File: src/rtl/swsd_pkg.sv
// shared types and constants of the single wire sensor frame decoder
package swsd_pkg;

  localparam int unsigned FRAME_BYTES = 5;
  localparam int unsigned FRAME_BITS  = 40;
  localparam int unsigned QUEUE_DEPTH = 4;
  localparam int unsigned QUEUE_AW    = $clog2(QUEUE_DEPTH);

  // floor(x / 10) == (x * 52429) >> 19 for any 15-bit x
  localparam logic [15:0] RECIP_TEN   = 16'd52429;
  localparam int unsigned RECIP_SHIFT = 19;

  localparam logic [7:0] THRESH_RESET  = 8'd50;
  localparam logic [7:0] TIMEOUT_RESET = 8'd255;

  typedef enum logic [0:0] {
    REG_ONE_THRESHOLD = 1'b0,
    REG_TIMEOUT_LIMIT = 1'b1
  } cfg_reg_t;

  typedef enum logic [1:0] {
    STATUS_GOOD  = 2'd0,
    STATUS_SHORT = 2'd1,
    STATUS_CSUM  = 2'd2
  } frame_status_t;

  // finished frame handed from the front to the back
  typedef struct packed {
    logic [FRAME_BYTES-1:0][7:0] bytes;
    logic [5:0]                  bits;
  } frame_rec_t;

endpackage

File: src/rtl/swsd_queue.sv
// short queue of finished frames between front and back
module swsd_queue
  import swsd_pkg::*;
(
  input  logic       clk,
  input  logic       rst,
  input  logic       push,
  input  frame_rec_t push_rec,
  input  logic       pop,
  output frame_rec_t head_rec,
  output logic       full,
  output logic       not_empty
);

  frame_rec_t              mem [QUEUE_DEPTH];
  logic [QUEUE_AW-1:0]     wr_ptr;
  logic [QUEUE_AW-1:0]     rd_ptr;
  logic [QUEUE_AW:0]       count;

  always_ff @(posedge clk) begin
    if (push) begin
      mem[wr_ptr] <= push_rec;
    end
  end

  always_ff @(posedge clk) begin
    if (rst) begin
      wr_ptr <= '0;
      rd_ptr <= '0;
      count  <= '0;
    end else begin
      if (push) begin
        wr_ptr <= wr_ptr + 1'b1;
      end
      if (pop) begin
        rd_ptr <= rd_ptr + 1'b1;
      end
      if (push && !pop) begin
        count <= count + 1'b1;
      end else if (pop && !push) begin
        count <= count - 1'b1;
      end
    end
  end

  assign head_rec  = mem[rd_ptr];
  assign full      = (count == (QUEUE_AW+1)'(QUEUE_DEPTH));
  assign not_empty = (count != '0);

endmodule

File: src/rtl/swsd_front.sv
// front: per-tick run counting, bit slicing and frame end detection
module swsd_front
  import swsd_pkg::*;
#(
  parameter int unsigned MAX_TRANSITIONS  = 85,
  parameter int unsigned SKIP_TRANSITIONS = 4
) (
  input  logic       clk,
  input  logic       rst,
  input  logic       take,
  input  logic       start_capture,
  input  logic       pin_level,
  input  logic [7:0] one_threshold,
  input  logic [7:0] timeout_limit,
  output logic       push,
  output frame_rec_t push_rec
);

  localparam logic [6:0] MAX_T  = 7'(MAX_TRANSITIONS);
  localparam logic [6:0] SKIP_T = 7'(SKIP_TRANSITIONS);
  localparam logic [5:0] NBITS  = 6'(FRAME_BITS);

  logic                        capturing, capturing_next;
  logic                        last_level, last_level_next;
  logic [7:0]                  run_length, run_length_next;
  logic [6:0]                  trans_idx, trans_idx_next;
  logic [5:0]                  bit_count, bit_count_next;
  logic [FRAME_BYTES-1:0][7:0] frame_bytes, frame_bytes_next;
  logic                        done;

  always_comb begin
    logic [7:0] limit;
    logic [7:0] run_inc;
    logic [2:0] byte_idx;
    logic       bit_val;

    capturing_next   = capturing;
    last_level_next  = last_level;
    run_length_next  = run_length;
    trans_idx_next   = trans_idx;
    bit_count_next   = bit_count;
    frame_bytes_next = frame_bytes;
    done             = 1'b0;

    // a start clears the frame and its own sample is the first one
    if (start_capture) begin
      capturing_next   = 1'b1;
      last_level_next  = 1'b1;
      run_length_next  = '0;
      trans_idx_next   = '0;
      bit_count_next   = '0;
      frame_bytes_next = '0;
    end

    limit    = (timeout_limit == 8'd0) ? 8'd1 : timeout_limit;
    run_inc  = (run_length_next == 8'hFF) ? run_length_next : run_length_next + 8'd1;
    byte_idx = bit_count_next[5:3];
    bit_val  = (run_length_next > one_threshold);

    if (capturing_next) begin
      if (pin_level == last_level_next) begin
        run_length_next = run_inc;
        if (run_inc >= limit) begin
          done           = 1'b1;
          capturing_next = 1'b0;
        end
      end else begin
        last_level_next = pin_level;
        if (trans_idx_next >= SKIP_T && trans_idx_next[0] == SKIP_T[0]
            && bit_count_next < NBITS) begin
          frame_bytes_next[byte_idx] = {frame_bytes_next[byte_idx][6:0], bit_val};
          bit_count_next = bit_count_next + 6'd1;
        end
        run_length_next = '0;
        trans_idx_next  = trans_idx_next + 7'd1;
        if (trans_idx_next >= MAX_T) begin
          done           = 1'b1;
          capturing_next = 1'b0;
        end
      end
    end
  end

  always_ff @(posedge clk) begin
    if (rst) begin
      capturing  <= 1'b0;
      last_level <= 1'b1;
      run_length <= '0;
      trans_idx  <= '0;
      bit_count  <= '0;
    end else if (take) begin
      capturing  <= capturing_next;
      last_level <= last_level_next;
      run_length <= run_length_next;
      trans_idx  <= trans_idx_next;
      bit_count  <= bit_count_next;
    end
  end

  always_ff @(posedge clk) begin
    if (take) begin
      frame_bytes <= frame_bytes_next;
    end
  end

  assign push           = take && done;
  assign push_rec.bytes = frame_bytes_next;
  assign push_rec.bits  = bit_count_next;

endmodule

File: src/rtl/swsd_back.sv
// back: checksum, status and temperature scaling, then the output register
module swsd_back
  import swsd_pkg::*;
(
  input  logic        clk,
  input  logic        rst,
  input  logic        rec_avail,
  input  frame_rec_t  rec,
  output logic        pop,
  output logic        out_valid,
  input  logic        out_ready,
  output logic [23:0] out_data
);

  logic          a_valid;
  frame_status_t a_status;
  logic          a_sign;
  logic [30:0]   a_prod;
  logic [5:0]    a_bits;

  frame_status_t o_status;
  logic [12:0]   o_temp;
  logic [5:0]    o_bits;

  logic          o_adv;
  logic          a_adv;
  logic [7:0]    sum8;
  frame_status_t status_now;
  logic [14:0]   mag;
  logic [11:0]   quot;
  logic [12:0]   temp_now;

  assign o_adv = !out_valid || out_ready;
  assign a_adv = !a_valid || o_adv;
  assign pop   = rec_avail && a_adv;

  assign sum8 = rec.bytes[0] + rec.bytes[1] + rec.bytes[2] + rec.bytes[3];
  assign mag  = {rec.bytes[2][6:0], rec.bytes[3]};

  always_comb begin
    if (rec.bits < 6'(FRAME_BITS)) begin
      status_now = STATUS_SHORT;
    end else if (rec.bytes[4] != sum8) begin
      status_now = STATUS_CSUM;
    end else begin
      status_now = STATUS_GOOD;
    end
  end

  always_ff @(posedge clk) begin
    if (rst) begin
      a_valid <= 1'b0;
    end else if (a_adv) begin
      a_valid <= rec_avail;
    end
  end

  always_ff @(posedge clk) begin
    if (pop) begin
      a_status <= status_now;
      a_sign   <= rec.bytes[2][7];
      a_prod   <= mag * RECIP_TEN;
      a_bits   <= rec.bits;
    end
  end

  assign quot = a_prod[30:RECIP_SHIFT];

  always_comb begin
    if (a_status != STATUS_GOOD) begin
      temp_now = '0;
    end else if (a_sign) begin
      temp_now = 13'd0 - {1'b0, quot};
    end else begin
      temp_now = {1'b0, quot};
    end
  end

  always_ff @(posedge clk) begin
    if (rst) begin
      out_valid <= 1'b0;
    end else if (o_adv) begin
      out_valid <= a_valid;
    end
  end

  always_ff @(posedge clk) begin
    if (o_adv && a_valid) begin
      o_status <= a_status;
      o_temp   <= temp_now;
      o_bits   <= a_bits;
    end
  end

  assign out_data = {3'b000, o_bits, o_temp, o_status};

endmodule

File: src/rtl/single_wire_sensor_frame_decoder_unit.sv
// Single wire sensor frame decoder, top level.
// Input stream: one word per microsecond tick of the sensor line. tdata[0]
// is the sampled pin level, tuser[0] marks the tick that starts a frame
// (bytes and counters clear, and the same tick's sample counts). The pin
// is ignored between frames.
// Output stream: one word per finished frame, carrying status (good, short,
// checksum bad), whole degrees and the number of data bits collected.
// Config channel: index 0 is the one/zero threshold, index 1 the timeout
// run length; always ready, write only while the block is idle.
// Throughput: one tick per cycle. The front counts runs as each tick is
// accepted and pushes a finished frame into a four-entry queue; input ready
// drops only when that queue is full.
// After the word that ends the frame is accepted, its result is popped
// from the queue into the scaling stage, then into the output register.
// A stalled output holds its word while the front keeps sampling, up to
// five further frames (one in the scaling stage, four in the queue).
// Reset: no frame in progress, queue and output empty, threshold 50,
// timeout 255.
module single_wire_sensor_frame_decoder_unit
  import swsd_pkg::*;
#(
  parameter int unsigned MAX_TRANSITIONS  = 85,
  parameter int unsigned SKIP_TRANSITIONS = 4
) (
  input  logic        clk,
  input  logic        rst,
  input  logic        s_axis_tvalid,
  output logic        s_axis_tready,
  input  logic [7:0]  s_axis_tdata,   // [0] pin_level, [7:1] zero
  input  logic [0:0]  s_axis_tuser,   // [0] start_capture
  output logic        m_axis_tvalid,
  input  logic        m_axis_tready,
  output logic [23:0] m_axis_tdata,   // [1:0] frame_status, [14:2] temperature_c,
                                      // [20:15] bits_received, [23:21] zero
  input  logic        cfg_valid,
  output logic        cfg_ready,
  input  logic [0:0]  cfg_index,
  input  logic [7:0]  cfg_data
);

  logic [7:0] one_threshold;
  logic [7:0] timeout_limit;
  logic       take;
  logic       push;
  frame_rec_t push_rec;
  frame_rec_t head_rec;
  logic       q_full;
  logic       q_not_empty;
  logic       pop;

  assign cfg_ready = 1'b1;

  always_ff @(posedge clk) begin
    if (rst) begin
      one_threshold <= THRESH_RESET;
      timeout_limit <= TIMEOUT_RESET;
    end else if (cfg_valid) begin
      unique case (cfg_reg_t'(cfg_index))
        REG_ONE_THRESHOLD: one_threshold <= cfg_data;
        REG_TIMEOUT_LIMIT: timeout_limit <= cfg_data;
        default: ;
      endcase
    end
  end

  assign s_axis_tready = !q_full;
  assign take          = s_axis_tvalid && s_axis_tready;

  swsd_front #(
    .MAX_TRANSITIONS  (MAX_TRANSITIONS),
    .SKIP_TRANSITIONS (SKIP_TRANSITIONS)
  ) u_front (
    .clk           (clk),
    .rst           (rst),
    .take          (take),
    .start_capture (s_axis_tuser[0]),
    .pin_level     (s_axis_tdata[0]),
    .one_threshold (one_threshold),
    .timeout_limit (timeout_limit),
    .push          (push),
    .push_rec      (push_rec)
  );

  swsd_queue u_queue (
    .clk       (clk),
    .rst       (rst),
    .push      (push),
    .push_rec  (push_rec),
    .pop       (pop),
    .head_rec  (head_rec),
    .full      (q_full),
    .not_empty (q_not_empty)
  );

  swsd_back u_back (
    .clk       (clk),
    .rst       (rst),
    .rec_avail (q_not_empty),
    .rec       (head_rec),
    .pop       (pop),
    .out_valid (m_axis_tvalid),
    .out_ready (m_axis_tready),
    .out_data  (m_axis_tdata)
  );

endmodule

File: config.mk
export PLATFORM = sky130hd
export DESIGN_NAME = single_wire_sensor_frame_decoder_unit
export DESIGN_NICKNAME = d
export VERILOG_FILES = /design/src/rtl/swsd_pkg.sv /design/src/rtl/swsd_queue.sv /design/src/rtl/swsd_front.sv /design/src/rtl/swsd_back.sv /design/src/rtl/single_wire_sensor_frame_decoder_unit.sv
export SDC_FILE = /design/constraint.sdc
export NUM_CORES = 1
export LEC_CHECK = 0
export ABC_AREA = 1
export BUFFER_PORTS_ARGS = -buffer_cell sky130_fd_sc_hd__buf_2
export CELL_PAD_IN_SITES_DETAIL_PLACEMENT = 0
export CELL_PAD_IN_SITES_GLOBAL_PLACEMENT = 1
export CORE_ASPECT_RATIO = 0.5
export CORE_UTILIZATION = 45
export DETAILED_ROUTE_END_ITERATION = 10
export HOLD_SLACK_MARGIN = 0.02
export PLACE_DENSITY = 0.83
export SETUP_SLACK_MARGIN = 0.2
export SLEW_MARGIN = 20
export SYNTH_ARGS = -nofsm -noshare
export SYNTH_HDL_FRONTEND = slang
export SYNTH_SLANG_ARGS = --single-unit
export TNS_END_PERCENT = 20
File: constraint.sdc
create_clock -name clk -period 8.3 [get_ports clk]
set_input_delay 0.83 -clock clk [delete_from_list [all_inputs] [get_ports clk]]
set_output_delay 0.83 -clock clk [all_outputs]
set_load 0.01 [all_outputs]
==> metrics.md <==
| Metric | Value |
|---|---|
| Total GRT Usage | `around a fifth` |
| PortBufs | `38` |
| Initial antenna violation count | `0` |
| Placed Instances | `roughly 2,400` |
| Register area | `8990 sq um` |
| Startpoint Class | `register` |
| Clock skew | `0.0270 ns` |
| Htree depth | `1` |
| Root Driver | `clkbuf_16` |
| Die Wd | `290 um` |
| Vias in the first global route | `around 12,000` |
| Detailed placer's ending HPWL | `about 29,000 um` |
| Filler Cell Count | `~3,700` |
| CP Max Fanout | `44` |
| Worst min path class | `reg -> reg` |
| Critical path, cell by cell | `inv_2 -> buf_4 -> o21ai_0 -> o22ai_1 -> ha_1 -> ha_1 -> inv_1 -> fa_1 -> fa_1 -> inv_1 -> fa_1 -> inv_1 -> fa_1 -> inv_1 -> ha_1 -> nand2_1 -> nor4_1 -> nand4_1 -> nand3_1 -> nand2_1 -> inv_1 -> nor2_1 -> nand2_1 -> nand2_1` |
| FFs w/ async S/R, synth | `0%` |
| # hold bufs at CTS | `0` |
| Crit path arrival time | `around 7.0 ns` |
| Vias | `between 10,000 and 15,000` |
| Final Net Count | `2,167` |
| Post-Place Setup Slack | `~1.6 ns` |
| Die Y | `roughly 150 um` |
| Initial Utilization | `around 46%` |
| Non-filler cells, final | `between 2,000 and 2,500` |
| Vias per std cell | `5.20` |
| Cts bufs inserted | `29` |
| Clock sinks | `approximately 320` |
| Final min period | `6.66 ns` |
| Setup TNS | `0 ns` |
| Worst rel slew slack | `between 20% and 30%` |
| Antenna-violating nets left | `0` |
| CP required | `around 8.6 ns` |
| Setup crit end kind | `register` |
| Pre-antenna DRT Iters | `5` |
| Total wire length | `between 40,000 and 50,000 um` |
| Initial DRC Count | `roughly 1,100` |
| Worst skew pair latency | `about 0.59 ns` |
| Clock tree from TritonCTS | `done` |
| Core area | `a little over 40,000 sq um` |
| Period utilization | `about four fifths` |
| Area grow syn2layout | `9.67%` |
| Maximum clock insertion buffer count | `3` |
| Area of the multi-input gates | `8370 sq um` |
| Reg clk slew, reported paths | `~0.06 ns` |
| CP max stage cell | `inv_2` |
| Final setup margin | `1.64 ns` |
| RSZ-0062 raised after global routing | `no` |
| Prevailing post-synth register cell | `edfxtp_1` |
| Largest net degree at the start of global routing | `95` |
| Ant. Diodes | `0` |
| Mapped Cells | `~1,900` |
| Least-Margin Pin Slew | `about 1.1 ns` |
| Post-synth EDFFs | `between 200 and 300` |
| Seq/Total Area, Yosys | `48.2%` |
| Total gr overflow | `0` |
| Share of the synthesized area in the top cell type | `a little over two fifths` |
| Crit-path most repeated cell | `inv_1` |
| Synthesis-stage register bit count | `316` |
| Yosys top cell by area | `edfxtp_1` |
| Fin util | `about half` |
| Setup violators final | `0` |
| Crit path largest cell delay | `roughly 0.57 ns` |
| Area contributors post-synth | `edfxtp_1 (43%), ha_1 (9.9%), fa_1 (7.4%)` |
| Drt wl/cell | `16.6 um` |
| CTS resizes | `0` |
| Warnings from Yosys | `0` |
| Syn Area/Cell | `slightly below 10 sq um` |
| Final GP Congestion | `0.877` |
| Maxcap violations | `0` |
| Cell variety after synth | `a little over 60` |
| Boundary Pins | `50` |
| Fin. Hold Viols | `0` |
| # rows | `52` |
| First-pass GRT wire length | `approximately 66,000 um` |
| Residual DRC count | `0` |
| Highest clock rate | `150 MHz` |
| Max Transition Viols Final | `0` |
| Mapped Area | `between 15,000 and 20,000 sq um` |
| Crit Path Class | `reg -> reg` |
| Layout cells sized above 1 | `7.90%` |
| Post CTS Setup Buffer Count | `0` |
| Outcome | `finished clean` |
| Die area | `between 40,000 and 50,000 sq um` |
-- path summary, 6_finish.rpt --
check / endpoint / slack, ns / depth (start not counted) / from
hold reg to reg: u_back.o_bits[5] / 0.42 / 0 / u_back.a_bits[5]
hold / removal: u_back.o_bits[5] / 0.42 / 0 / u_back.a_bits[5]
setup reg to reg: u_back.a_prod[29] / 1.64 / 24 / register
setup / recovery: u_back.a_prod[29] / 1.64 / 24 / register
-- registers in the layout (all words and copies together) (netlist names), 2 cells and up, named ones only --
signal	count
u_queue.mem	184
u_front.frame_bytes	40
u_back.o_temp	13
u_back.a_prod	12
one_threshold	8
timeout_limit	8
u_front.run_length	8
u_front.trans_idx	7
u_back.a_bits	6
u_back.o_bits	6
u_front.bit_count	6
u_queue.count	3
u_back.a_status	2
u_back.o_status	2
u_queue.rd_ptr	2
u_queue.wr_ptr	2
-- Yosys cell counts (4+ instances only) --
library cell and n:
inv_2 5, clkbuf_1 26, nand3b_1 5, fa_1 69, xor2_1 29, buf_4 4
nor3_1 20, nor2_1 172, dfxtp_1 50, o21ai_0 138, o21ai_1 10, a21oi_1 106
a22oi_1 4, a21o_1 12, a211oi_1 4, nand4_1 9, o22ai_1 31, ha_1 147
inv_1 263, o211ai_1 26, edfxtp_1 266, buf_2 21, nand3_1 67, nand2_1 315
nor2_2 9, nor2_4 5, a31oi_1 7, o21bai_1 7, xnor2_1 9
-- kinds of logic after synthesis --
kind of cell	synth area share, %
mux	0.0537
xor+xnor	1.79
buf+inv	7.07
simple gates	14.3
other cells	0.0403
flops	48.2
fa+ha+maj	17.3
compound gates	11.2
-- cell usage in the layout (no fill, tap or decap), types with 10 or more instances in the layout --
cell / Yosys / final
o22ai_1: 31 / 31
xor2_1: 29 / 29
nand3_1: 67 / 67
inv_1: 263 / 260
buf_2: 21 / 38
o21ai_1: 10 / 10
o21ai_0: 138 / 138
dfxtp_1: 50 / 49
ha_1: 147 / 147
o211ai_1: 26 / 26
nor3_1: 20 / 20
nor2_1: 172 / 168
a21oi_1: 106 / 105
buf_4: 4 / 22
nand2_1: 315 / 315
edfxtp_1: 266 / 266
clkbuf_16: 0 / 29
a21o_1: 12 / 12
fa_1: 69 / 69
-- worst max-delay path: cells and delay by family (launching register included) --
family                     cells  cell delay [ns]
AOI/OAI and AO/OA              2             0.61
DFF                            1             0.34
and+or+nand+nor                8             1.03
buffers and inverters          7             1.19
adders and majority gates      7             3.15
-- cell type report --
cell class | instances | area share [%]
repair buffers | 62 | 1.93
well taps | 540 | 3.31
flip-flops and latches | 316 | 44.0
multi-input cells | 1247 | 40.9
clock inverters | 20 | 1.16
clock buffers | 33 | 3.63
inverters | 272 | 5.03
-- per-stage QoR --
stage,instance area [sq um],hold slack (ns)
5_1_grt,20400,0.425
3_3_place_gp,19400,0.404
3_5_place_dp,19500,0.408
4_1_cts,20400,0.423
6_report,20400,0.420
2_1_floorplan,18600,0.400
-- per-layer routing --
layer / track usage (%) / up-vias / share of wire, %
li1: - / 6473 / -
met1: 28.6 / 6135 / 48
met2: 32.3 / 287 / 46
met3: 2.51 / 53 / 4.5
met4: 3.87 / 0 / 1.8
met5: 0 / - / 0
Power is not shown: default switching activity piles up to over one toggle a cycle in this logic, so the estimate is an artifact.
